### src/design/hpc_pkg.sv
package hpc_pkg;

   localparam int TempWidth     = 12;
   localparam int HystWidth     = 9;
   localparam int TimeWidth     = 32;
   localparam int DutyWidth     = 7;
   localparam int CsrAddrWidth  = 2;
   localparam int CsrDataWidth  = 12;
   // temperatures compared at this width so start - hysteresis cannot overflow
   localparam int CmpWidth      = 14;
   localparam int DividendWidth = 40;
   localparam int DivSteps      = DividendWidth;
   localparam int DivCntWidth   = $clog2(DivSteps);

   localparam logic [CsrAddrWidth-1:0] CsrStartThreshold = 2'd0;
   localparam logic [CsrAddrWidth-1:0] CsrHysteresis     = 2'd1;

   localparam logic signed [TempWidth-1:0] StartThresholdReset = 12'sd500;
   localparam logic [HystWidth-1:0]        HysteresisReset     = 9'd50;
   localparam logic [DutyWidth-1:0]        PercentFull         = 7'd100;

   typedef enum logic [2:0] {
      ST_IDLE,
      ST_EVAL,
      ST_MUL,
      ST_DIV,
      ST_OUT
   } state_type;

   typedef struct packed {
      logic load;
      logic eval;
      logic mul;
      logic div_step;
      logic out_load;
   } cmd_type;

endpackage

### src/design/hpc_req_if.sv
interface hpc_req_if
   import hpc_pkg::*;
   ();
   logic                        valid;
   logic                        ready;
   logic signed [TempWidth-1:0] temperature;
   logic [TimeWidth-1:0]        now_ms;

   modport source (output valid, temperature, now_ms, input ready);
   modport sink   (input valid, temperature, now_ms, output ready);
endinterface

### src/design/hpc_rsp_if.sv
interface hpc_rsp_if
   import hpc_pkg::*;
   ();
   logic                 valid;
   logic                 ready;
   logic                 pump_on;
   logic [TimeWidth-1:0] session_ms;
   logic [TimeWidth-1:0] total_on_ms;
   logic [DutyWidth-1:0] duty_percent;

   modport source (output valid, pump_on, session_ms, total_on_ms, duty_percent,
                   input ready);
   modport sink   (input valid, pump_on, session_ms, total_on_ms, duty_percent,
                   output ready);
endinterface

### src/design/hpc_ctrl.sv
module hpc_ctrl
   import hpc_pkg::*;
(
   input  logic    clock,
   input  logic    reset,
   input  logic    req_valid,
   output logic    req_ready,
   output logic    rsp_valid,
   input  logic    rsp_ready,
   output cmd_type cmd
);

   state_type              state_ff, state_in;
   logic [DivCntWidth-1:0] cnt_ff, cnt_in;
   logic                   rsp_valid_ff, rsp_valid_in;

   always_ff @(posedge clock) begin
      if (reset) begin
         state_ff     <= ST_IDLE;
         cnt_ff       <= '0;
         rsp_valid_ff <= 1'b0;
      end else begin
         state_ff     <= state_in;
         cnt_ff       <= cnt_in;
         rsp_valid_ff <= rsp_valid_in;
      end
   end

   always_comb begin
      state_in = state_ff;
      cnt_in   = cnt_ff;
      cmd      = '0;
      unique case (state_ff)
         ST_IDLE: begin
            if (req_valid) begin
               cmd.load = 1'b1;
               state_in = ST_EVAL;
            end
         end
         ST_EVAL: begin
            cmd.eval = 1'b1;
            state_in = ST_MUL;
         end
         ST_MUL: begin
            cmd.mul  = 1'b1;
            cnt_in   = DivCntWidth'(DivSteps - 1);
            state_in = ST_DIV;
         end
         ST_DIV: begin
            cmd.div_step = 1'b1;
            cnt_in       = cnt_ff - 1'b1;
            if (cnt_ff == '0) begin
               state_in = ST_OUT;
            end
         end
         ST_OUT: begin
            // wait until the output register is free or being drained
            if (!rsp_valid_ff || rsp_ready) begin
               cmd.out_load = 1'b1;
               state_in     = ST_IDLE;
            end
         end
         default: state_in = ST_IDLE;
      endcase
   end

   assign rsp_valid_in = cmd.out_load | (rsp_valid_ff & ~rsp_ready);
   assign req_ready    = (state_ff == ST_IDLE);
   assign rsp_valid    = rsp_valid_ff;

endmodule

### src/design/hpc_datapath.sv
module hpc_datapath
   import hpc_pkg::*;
(
   input  logic                        clock,
   input  logic                        reset,
   input  cmd_type                     cmd,
   input  logic                        csr_we,
   input  logic [CsrAddrWidth-1:0]     csr_addr,
   input  logic [CsrDataWidth-1:0]     csr_wdata,
   input  logic signed [TempWidth-1:0] req_temperature,
   input  logic [TimeWidth-1:0]        req_now_ms,
   output logic                        rsp_pump_on,
   output logic [TimeWidth-1:0]        rsp_session_ms,
   output logic [TimeWidth-1:0]        rsp_total_on_ms,
   output logic [DutyWidth-1:0]        rsp_duty_percent
);

   logic signed [TempWidth-1:0] start_ff, start_in;
   logic [HystWidth-1:0]        hyst_ff, hyst_in;
   logic                        pump_ff, pump_in;
   logic [TimeWidth-1:0]        start_ms_ff, start_ms_in;
   logic [TimeWidth-1:0]        closed_ff, closed_in;

   logic signed [TempWidth-1:0] temp_ff;
   logic [TimeWidth-1:0]        now_ff;
   logic [TimeWidth-1:0]        session_ff, session_in;
   logic [TimeWidth-1:0]        total_ff, total_in;
   logic [DividendWidth-1:0]    dvd_ff, dvd_in;
   logic [TimeWidth-1:0]        rem_ff, rem_in;

   logic                        out_pump_ff;
   logic [TimeWidth-1:0]        out_session_ff, out_total_ff;
   logic [DutyWidth-1:0]        out_duty_ff, duty_in;

   logic signed [CmpWidth-1:0]  temp_x, start_x, stop_x;
   logic                        on_next;
   logic [TimeWidth:0]          rem_shift, rem_diff;

   // configuration registers
   always_comb begin
      start_in = start_ff;
      hyst_in  = hyst_ff;
      if (csr_we) begin
         unique case (csr_addr)
            CsrStartThreshold: start_in = csr_wdata[TempWidth-1:0];
            CsrHysteresis:     hyst_in  = csr_wdata[HystWidth-1:0];
            default: ;
         endcase
      end
   end

   // hysteresis decision and time accounting
   always_comb begin
      temp_x  = CmpWidth'(temp_ff);
      start_x = CmpWidth'(start_ff);
      stop_x  = start_x - $signed({{(CmpWidth-HystWidth){1'b0}}, hyst_ff});
      if (pump_ff) begin
         on_next = !(temp_x <= stop_x);
      end else begin
         on_next = (temp_x >= start_x);
      end

      pump_in     = pump_ff;
      start_ms_in = start_ms_ff;
      closed_in   = closed_ff;
      if (cmd.eval) begin
         pump_in = on_next;
         if (on_next && !pump_ff) begin
            start_ms_in = now_ff;
         end
         if (!on_next && pump_ff) begin
            closed_in = closed_ff + (now_ff - start_ms_ff);
         end
      end
      session_in = on_next ? (now_ff - start_ms_in) : '0;
      total_in   = closed_in + session_in;
   end

   // restoring divider, one quotient bit per step
   always_comb begin
      rem_shift = {rem_ff, dvd_ff[DividendWidth-1]};
      rem_diff  = rem_shift - {1'b0, now_ff};
      dvd_in    = dvd_ff;
      rem_in    = rem_ff;
      if (cmd.mul) begin
         dvd_in = ({{(DividendWidth-TimeWidth){1'b0}}, total_ff}
                   * DividendWidth'(PercentFull))
                  + DividendWidth'(now_ff >> 1);
         rem_in = '0;
      end else if (cmd.div_step) begin
         if (!rem_diff[TimeWidth]) begin
            rem_in = rem_diff[TimeWidth-1:0];
            dvd_in = {dvd_ff[DividendWidth-2:0], 1'b1};
         end else begin
            rem_in = rem_shift[TimeWidth-1:0];
            dvd_in = {dvd_ff[DividendWidth-2:0], 1'b0};
         end
      end
   end

   always_comb begin
      if (now_ff == '0) begin
         duty_in = '0;
      end else if (dvd_ff > DividendWidth'(PercentFull)) begin
         duty_in = PercentFull;
      end else begin
         duty_in = dvd_ff[DutyWidth-1:0];
      end
   end

   always_ff @(posedge clock) begin
      if (reset) begin
         start_ff    <= StartThresholdReset;
         hyst_ff     <= HysteresisReset;
         pump_ff     <= 1'b0;
         start_ms_ff <= '0;
         closed_ff   <= '0;
      end else begin
         start_ff    <= start_in;
         hyst_ff     <= hyst_in;
         pump_ff     <= pump_in;
         start_ms_ff <= start_ms_in;
         closed_ff   <= closed_in;
      end
   end

   always_ff @(posedge clock) begin
      if (cmd.load) begin
         temp_ff <= req_temperature;
         now_ff  <= req_now_ms;
      end
      if (cmd.eval) begin
         session_ff <= session_in;
         total_ff   <= total_in;
      end
      dvd_ff <= dvd_in;
      rem_ff <= rem_in;
      if (cmd.out_load) begin
         out_pump_ff    <= pump_ff;
         out_session_ff <= session_ff;
         out_total_ff   <= total_ff;
         out_duty_ff    <= duty_in;
      end
   end

   assign rsp_pump_on      = out_pump_ff;
   assign rsp_session_ms   = out_session_ff;
   assign rsp_total_on_ms  = out_total_ff;
   assign rsp_duty_percent = out_duty_ff;

endmodule

### src/design/hysteresis_pump_control_with_duty_core.sv
// Hysteresis pump controller with on-time accounting. Each request carries a
// temperature in tenths of a degree and a millisecond timestamp; the block
// switches the pump on at start_threshold and off at or below
// start_threshold - hysteresis, tracks session and total on time, and returns
// one response per request with the rounded duty percentage (0 at time 0,
// capped at 100). A request passes through these steps in order: capture,
// decide and update the on-time counters, form the 40-bit dividend, run the
// bit-serial divider that produces the percentage, and move the result into
// the output register once it is free or being drained. Only one request is
// in flight; the next is taken while the previous response still waits in
// the output register. Configuration writes through csr_* take effect at the
// next clock edge and must be made while the block is idle; indices other
// than 0 (start_threshold) and 1 (hysteresis) are ignored.
module hysteresis_pump_control_with_duty_core
   import hpc_pkg::*;
(
   input  logic                    clock,
   input  logic                    reset,
   input  logic                    csr_we,
   input  logic [CsrAddrWidth-1:0] csr_addr,
   input  logic [CsrDataWidth-1:0] csr_wdata,
   hpc_req_if.sink                 req,
   hpc_rsp_if.source               rsp
);

   cmd_type cmd;

   hpc_ctrl u_ctrl (
      .clock     (clock),
      .reset     (reset),
      .req_valid (req.valid),
      .req_ready (req.ready),
      .rsp_valid (rsp.valid),
      .rsp_ready (rsp.ready),
      .cmd       (cmd)
   );

   hpc_datapath u_datapath (
      .clock            (clock),
      .reset            (reset),
      .cmd              (cmd),
      .csr_we           (csr_we),
      .csr_addr         (csr_addr),
      .csr_wdata        (csr_wdata),
      .req_temperature  (req.temperature),
      .req_now_ms       (req.now_ms),
      .rsp_pump_on      (rsp.pump_on),
      .rsp_session_ms   (rsp.session_ms),
      .rsp_total_on_ms  (rsp.total_on_ms),
      .rsp_duty_percent (rsp.duty_percent)
   );

endmodule

### src/flat_wrapper.sv
// flat-port wrapper written by rule: the top's interface ports become plain ports
module hysteresis_pump_control_with_duty_core_flat import hpc_pkg::*;
  (clock, reset, csr_we, csr_addr, csr_wdata, req_valid, req_temperature, req_now_ms, req_ready, rsp_valid, rsp_pump_on, rsp_session_ms, rsp_total_on_ms, rsp_duty_percent, rsp_ready);
  hpc_req_if req_i ();
  hpc_rsp_if rsp_i ();
  input  logic clock;
  input  logic reset;
  input  logic csr_we;
  input  logic [CsrAddrWidth-1:0] csr_addr;
  input  logic [CsrDataWidth-1:0] csr_wdata;
  input wire logic [$bits(req_i.valid)-1:0] req_valid;
  input wire logic [$bits(req_i.temperature)-1:0] req_temperature;
  input wire logic [$bits(req_i.now_ms)-1:0] req_now_ms;
  output wire logic [$bits(req_i.ready)-1:0] req_ready;
  output wire logic [$bits(rsp_i.valid)-1:0] rsp_valid;
  output wire logic [$bits(rsp_i.pump_on)-1:0] rsp_pump_on;
  output wire logic [$bits(rsp_i.session_ms)-1:0] rsp_session_ms;
  output wire logic [$bits(rsp_i.total_on_ms)-1:0] rsp_total_on_ms;
  output wire logic [$bits(rsp_i.duty_percent)-1:0] rsp_duty_percent;
  input wire logic [$bits(rsp_i.ready)-1:0] rsp_ready;
  assign req_i.valid = req_valid;
  assign req_i.temperature = req_temperature;
  assign req_i.now_ms = req_now_ms;
  assign req_ready = req_i.ready;
  assign rsp_valid = rsp_i.valid;
  assign rsp_pump_on = rsp_i.pump_on;
  assign rsp_session_ms = rsp_i.session_ms;
  assign rsp_total_on_ms = rsp_i.total_on_ms;
  assign rsp_duty_percent = rsp_i.duty_percent;
  assign rsp_i.ready = rsp_ready;
  hysteresis_pump_control_with_duty_core u_core (.clock(clock), .reset(reset), .csr_we(csr_we), .csr_addr(csr_addr), .csr_wdata(csr_wdata), .req(req_i), .rsp(rsp_i));
endmodule
### config.mk
export PLATFORM = sky130hd
export DESIGN_NAME = hysteresis_pump_control_with_duty_core_flat
export DESIGN_NICKNAME = d
export VERILOG_FILES = /design/src/design/hpc_pkg.sv /design/src/design/hpc_req_if.sv /design/src/design/hpc_rsp_if.sv /design/src/design/hpc_ctrl.sv /design/src/design/hpc_datapath.sv /design/src/design/hysteresis_pump_control_with_duty_core.sv /design/src/flat_wrapper.sv
export SDC_FILE = /design/constraint.sdc
export NUM_CORES = 1
export LEC_CHECK = 0
export ABC_AREA = 1
export BUFFER_PORTS_ARGS = -buffer_cell sky130_fd_sc_hd__buf_4
export CAP_MARGIN = 20
export CORE_ASPECT_RATIO = 0.5
export CORE_MARGIN = 3
export CORE_UTILIZATION = 40
export DETAILED_ROUTE_END_ITERATION = 7
export PLACE_DENSITY_LB_ADDON = 0.08
export SYNTH_ARGS = -nofsm -noshare
export SYNTH_HDL_FRONTEND = slang
export SYNTH_SLANG_ARGS = --single-unit
### constraint.sdc
create_clock -name clock -period 16.1 [get_ports clock]
set_input_delay 3.22 -clock clock [delete_from_list [all_inputs] [get_ports clock]]
set_output_delay 3.22 -clock clock [all_outputs]
set_load 0.005 [all_outputs]
==> impl_metrics.yaml, run 1 <==
detailed_routing:
  wl_mm: 76.23
  ant_nets: 0
  dr.pass1.iters: 5
  routedWlPerCell_um: 17.92
  first_iter_violations: 1542
  route.detailed.drc: 0
  vias: 21566
  routed_via_density: 5.068
worst_setup_path:
  crit_top_cell: "nand2_1"
  cp-end-kind: "register"
  cp-start-kind: "register"
  path_class: "register to register"
  cp.required_ns: 16.40
  critical-path-max-stage-delay_ns: 0.42
  cp-startpoint: "u_core.u_datapath.start_ff[0]$_SDFFE_PP0P_"
  cp_num_buf_inv: 7
  worstPathArrival_ns: 7.82
  rr_worst_depth: 41
  crit_family: "compound AO/OA/AOI/OAI gates"
  rrSetupSlack_ns: 8.58
  timing.rr.end: "u_core.u_datapath.total_ff[28]$_DFFE_PP_"
  cp.depth: 41
  rr_startpoint: "u_core.u_datapath.start_ff[0]$_SDFFE_PP0P_"
  worstPathMaxFanout: 38
  slowest_stage: "fa_1"
  crit_path_end: "u_core.u_datapath.total_ff[28]$_DFFE_PP_"
logic_synthesis:
  ys_seq_area_share_pct: 35.22
  synth_nets: 3624
  synth_cell_types: 67
  synth_warnings: 0
  synth_area_leaders: "edfxtp_1, ha_1, dfxtp_1"
  ys_ff_latch: 348
  syn_area_um2: 26030
  synth_top_area_share_pct: 25.38
  syn_avg_cell_area_um2: 8.097
  synth_top_area_cell: "edfxtp_1"
  synth-async-reset-ratio_pct: 0
  synth-edff-count: 220
  ys.flop_type: "edfxtp_1"
  syn_inst: 3215
cells_and_area:
  area_delta_synth_final_pct: 12.85
  most-common-layout-cells: "nand2_1, inv_1, ha_1"
  fin_nets: 3764
  final_common_cell: "nand2_1"
  drive_gt1_share_pct: 8.750
  n_fill_cell: 6389
floorplanning:
  die_w_um: 366.8
  start_util_pct: 40.88
  core-area_um2: 63680
  ioPinCount: 137
  rows: 65
  die_h_um: 186.4
  die_area_um2: 68360
clock_tree:
  postCtsHoldBufs: 0
  h-tree-depth: 2
  root_buffer: "clkbuf_16"
  clk_path_buf_depth: 3
  clock-sinks: 348
  cts_resized: 0
  worstSkewPairLatency_ns: 0.57
  post_cts_buffers: 0
  numCtsBuffers: 37
  cts_tree: "built"
  clk_pin_slew_ns: 0.06
global_route:
  antenna_found_initial: 5
  grt_pass1_vias: 20629
  grt_pass1_wl_mm: 118.3
  track_usage_pct: 21.95
  grt_max_degree: 74
  grt_overflow: 0
timing:
  timing.fmax_ghz: 0.1329
  setup-violations-final: 0
  final-max-slew-violation-count: 0
  fin_crit_ns: 7.524
  rsz0062_at_grt: "false"
  fin_crit_sh_pct: 46.73
  worstMarginPinSlew_ns: 1.080
  slew_headroom_pct: 27.22
  finalClockSkew_ns: 0.01895
  hold_viol: 0
  finalSetupTns_ns: 0
flow_run:
  max_cap_violations: 0
place:
  io_buffers: 136
  gp_congestion: 0.9292
  dp_hpwl_mm: 61.98
hold_path:
  hold_depth: 0
  min_path_type: "register to register"
status:
  outcome: "complete, no violations"
## layout make-up
class | instances | area (um2) | area share [%]
antenna | 1 | 2.502 | 0.008519
clock buffer | 49 | 1066 | 3.629
clock inverter | 18 | 210.2 | 0.7156
inverter | 537 | 2016 | 6.862
multi-input combinational | 2280 | 14650 | 49.87
sequential | 348 | 9169 | 31.21
tap | 871 | 1090 | 3.710
timing repair buffer | 151 | 1174 | 3.995
## metrics by stage
| stage | instance area, um2 | utilization (%) | worst slack [ns] | hold slack, ns | instances |
|---|---|---|---|---|---|
| 2_1_floorplan | 26030 | - | 8.821 | 0.4003 | 3215 |
| 3_3_place_gp | 28040 | 44.04 | 8.798 | 0.4025 | 4185 |
| 3_5_place_dp | 28040 | 44.04 | 8.591 | 0.4045 | 4185 |
| 4_1_cts | 29320 | 46.04 | 8.570 | 0.4163 | 4252 |
| 5_1_grt | 29370 | 46.13 | 7.918 | 0.4243 | 4254 |
| 6_report | 29380 | 46.13 | 8.576 | 0.4178 | 4255 |
## cell usage after synthesis, types with 26 or more instances
| master | instances |
|---|---|
| nand3_1 | 90 |
| nand4_1 | 26 |
| a21oi_1 | 274 |
| nor2_1 | 258 |
| fa_1 | 63 |
| nor3_1 | 32 |
| dfxtp_1 | 128 |
| edfxtp_1 | 220 |
| xnor2_1 | 61 |
| inv_1 | 533 |
| o21ai_1 | 45 |
| clkbuf_1 | 38 |
| o21ai_0 | 206 |
| nand2_1 | 632 |
| ha_1 | 283 |
| xor2_1 | 88 |
## metal layers
metal  vias up  part of all wire [%]  global-route usage, %
met5         -                     0                      0
met4         0                   1.5                  3.740
met3        69                   5.6                  3.729
li1      10964                     -                      -
met1     10106                    52                  33.78
met2       427                    41                  32.43
## worst reg2reg max path, delay by kind of cell, from the launching register on
kind / cells / cell delay (ns)
AO/OA/AOI/OAI: 14 / 3.01
XOR/XNOR: 1 / 0.16
adder cells (fa/ha/maj): 5 / 1.52
buffers and inverters: 7 / 0.93
flip-flops: 1 / 0.31
AND/OR/NAND/NOR: 14 / 1.31
## sequential cells by signal (all words and copies together) (netlist names), 3 cells and up
name                                count
u_core.u_ctrl.cnt_ff                    6
u_core.u_ctrl.state_ff                  3
u_core.u_datapath.closed_ff            32
u_core.u_datapath.dvd_ff               40
u_core.u_datapath.hyst_ff               9
u_core.u_datapath.now_ff               32
u_core.u_datapath.rem_ff               32
u_core.u_datapath.rsp_duty_percent      7
u_core.u_datapath.rsp_session_ms       32
u_core.u_datapath.rsp_total_on_ms      32
u_core.u_datapath.session_ff           32
u_core.u_datapath.start_ff             12
u_core.u_datapath.start_ms_ff          32
u_core.u_datapath.temp_ff              12
u_core.u_datapath.total_ff             32
## kinds of logic (layout without fill, tap and decap cells)
group / count (synthesis) / after routing / synth area share (%)
simple gates: 1128 / 1128 / 18.51
xor+xnor: 151 / 151 / 5.138
other cells: 0 / 1 / 0
compound gates: 655 / 655 / 14.04
flops: 348 / 348 / 35.22
buf+inv: 587 / 755 / 8.637
fa+ha+maj: 346 / 346 / 18.45
## worst min-delay path by stage
stage	start	to	slack [ns]
after floorplan	u_core.u_datapath.session_ff[0]$_DFFE_PP_	u_core.u_datapath.rsp_session_ms[0]$_DFFE_PP_	0.40
after global placement	u_core.u_datapath.session_ff[23]$_DFFE_PP_	u_core.u_datapath.rsp_session_ms[23]$_DFFE_PP_	0.40
after detailed placement	u_core.u_datapath.session_ff[31]$_DFFE_PP_	u_core.u_datapath.rsp_session_ms[31]$_DFFE_PP_	0.40
after CTS	u_core.u_datapath.session_ff[31]$_DFFE_PP_	u_core.u_datapath.rsp_session_ms[31]$_DFFE_PP_	0.42
after global routing	u_core.u_datapath.session_ff[24]$_DFFE_PP_	u_core.u_datapath.rsp_session_ms[24]$_DFFE_PP_	0.42
final	u_core.u_datapath.session_ff[31]$_DFFE_PP_	u_core.u_datapath.rsp_session_ms[31]$_DFFE_PP_	0.42
Power of run 1 is not shown: default switching activity piles up to over one toggle a cycle in this logic, so the estimate is an artifact.
==> run 2, diff against run 1 <==
==> constraint.sdc (replaced) <==
create_clock -name clock -period 6.9 [get_ports clock]
set_input_delay 1.38 -clock clock [delete_from_list [all_inputs] [get_ports clock]]
set_output_delay 1.38 -clock clock [all_outputs]
set_load 0.005 [all_outputs]
==> impl_metrics.yaml, run 2 (synthesis results as in run 1) <==
floorplanning:
  start_util_pct: 40.88
  core-area_um2: 63680
  ioPinCount: 137
  die_area_um2: 68360
  die_h_um: 186.4
  die_w_um: 366.8
  rows: 65
cells_and_area:
  fin_nets: 3798
  n_fill_cell: 6367
  largest-register: "u_core.u_datapath.dvd_ff"
  drive_gt1_share_pct: 10.25
  final_common_cell: "nand2_1"
  finalInstanceArea_um2: 29640
  register_area_um2: 9169
  area_delta_synth_final_pct: 13.86
  most-common-layout-cells: "nand2_1, inv_1, ha_1"
  largest_register_ffs: 40
  multiInputGateArea_um2: 14750
detailed_routing:
  ant_nets: 0
  routed_via_density: 5.068
  vias: 21743
  routed-wl-met2_mm: 31.68
  routedWlPerCell_um: 17.99
  wl_mm: 77.19
  top_layer: "met4"
  wl_met1_mm: 39.82
  met3_length_mm: 4.563
  dr.pass1.iters: 6
  first_iter_violations: 1639
  route.detailed.drc: 0
clock_tree:
  numCtsBuffers: 38
  root_buffer: "clkbuf_16"
  worstSkewPairLatency_ns: 0.56
  postCtsHoldBufs: 0
  cts_tree: "built"
  clk_pin_slew_ns: 0.06
  clk_path_buf_depth: 3
  h-tree-depth: 2
  clock-sinks: 348
hold_path:
  min_path_type: "register to register"
timing:
  timing.fmax_ghz: 0.1550
  fin_crit_ns: 6.451
  setup-violations-final: 0
  hold_viol: 0
  final-max-slew-violation-count: 0
  worstMarginPinSlew_ns: 0.9348
  slew_headroom_pct: 37.68
  fin_crit_sh_pct: 93.49
  finalClockSkew_ns: 0.02538
worst_setup_path:
  critical-path-max-stage-delay_ns: 0.57
  path_class: "register to register"
  cp-end-kind: "register"
  cp.required_ns: 7.22
  worstPathArrival_ns: 6.77
  cp-start-kind: "register"
  slowest_stage: "o21ai_0"
  worstPathMaxFanout: 28
  crit_top_cell: "nand2_1"
global_route:
  grt_pass1_wl_mm: 119.9
  antenna_found_initial: 4
  grt_pass1_vias: 21083
  grt_overflow: 0
  grt_max_degree: 73
  track_usage_pct: 22.31
place:
  postPlaceCellArea_um2: 28240
  dp_hpwl_mm: 62.38
  io_buffers: 136
  gp_congestion: 0.9250
flow_run:
  max_cap_violations: 0
status:
  outcome: "complete, no violations"
run 2: final timing paths:
check                                                   from                                             end  slack, ns  depth (start not counted)
hold / removal    u_core.u_datapath.session_ff[21]$_DFFE_PP_  u_core.u_datapath.rsp_session_ms[21]$_DFFE_PP_       0.40                          0
hold reg to reg   u_core.u_datapath.session_ff[21]$_DFFE_PP_  u_core.u_datapath.rsp_session_ms[21]$_DFFE_PP_       0.40                          0
setup reg to reg     u_core.u_datapath.temp_ff[11]$_DFFE_PP_        u_core.u_datapath.total_ff[31]$_DFFE_PP_       0.45                         36
setup / recovery     u_core.u_datapath.temp_ff[11]$_DFFE_PP_        u_core.u_datapath.total_ff[31]$_DFFE_PP_       0.45                         36
run 2: layout make-up:
class | instances | area share (%)
clock inverters | 14 | 0.4644
well taps | 871 | 3.677
repair buffers | 184 | 4.715
flip-flops and latches | 348 | 30.94
inverters | 537 | 6.826
multi-input cells | 2280 | 49.76
diodes | 4 | 0.03377
clock buffers | 52 | 3.593
run 2: critical path, delay by kind of cell (launching register included):
family / cells / cell delay (ns)
AO/OA/AOI/OAI: 7 / 1.67
adder cells (fa/ha/maj): 3 / 1.12
buffers and inverters: 8 / 1.01
flip-flops: 1 / 0.46
AND/OR/NAND/NOR: 18 / 1.91
run 2: layer usage:
layer	GRT usage [%]	vias to the layer above
met2	33.11	390
met3	3.532	73
met4	3.771	0
met5	0	-
met1	34.40	10210
li1	-	11070
run 2: metrics by stage:
stage | utilization [%] | hold slack (ns) | worst slack (ns) | TNS (ns) | cells
floorplan | - | 0.4003 | 0.2987 | 0 | 3215
detailed placement | 44.35 | 0.4045 | -0.1829 | -0.4312 | 4212
CTS | 46.28 | 0.3973 | 0.0009104 | 0 | 4279
global placement | 44.35 | 0.4009 | -0.07759 | -0.1533 | 4212
global route | 46.53 | 0.3943 | -0.03107 | -0.05836 | 4286
finish | 46.54 | 0.4025 | 0.4493 | 0 | 4290
run 2: repair_timing:
action | in CTS | in global routing
endpoints found under the hold margin | 0 | 0
gates resized for setup | 4 | 32
pin swaps | 1 | 8
endpoints found under the setup margin | 5 | 18
buffers inserted | 1 | 7
Power of run 2 is left out for the same reason.
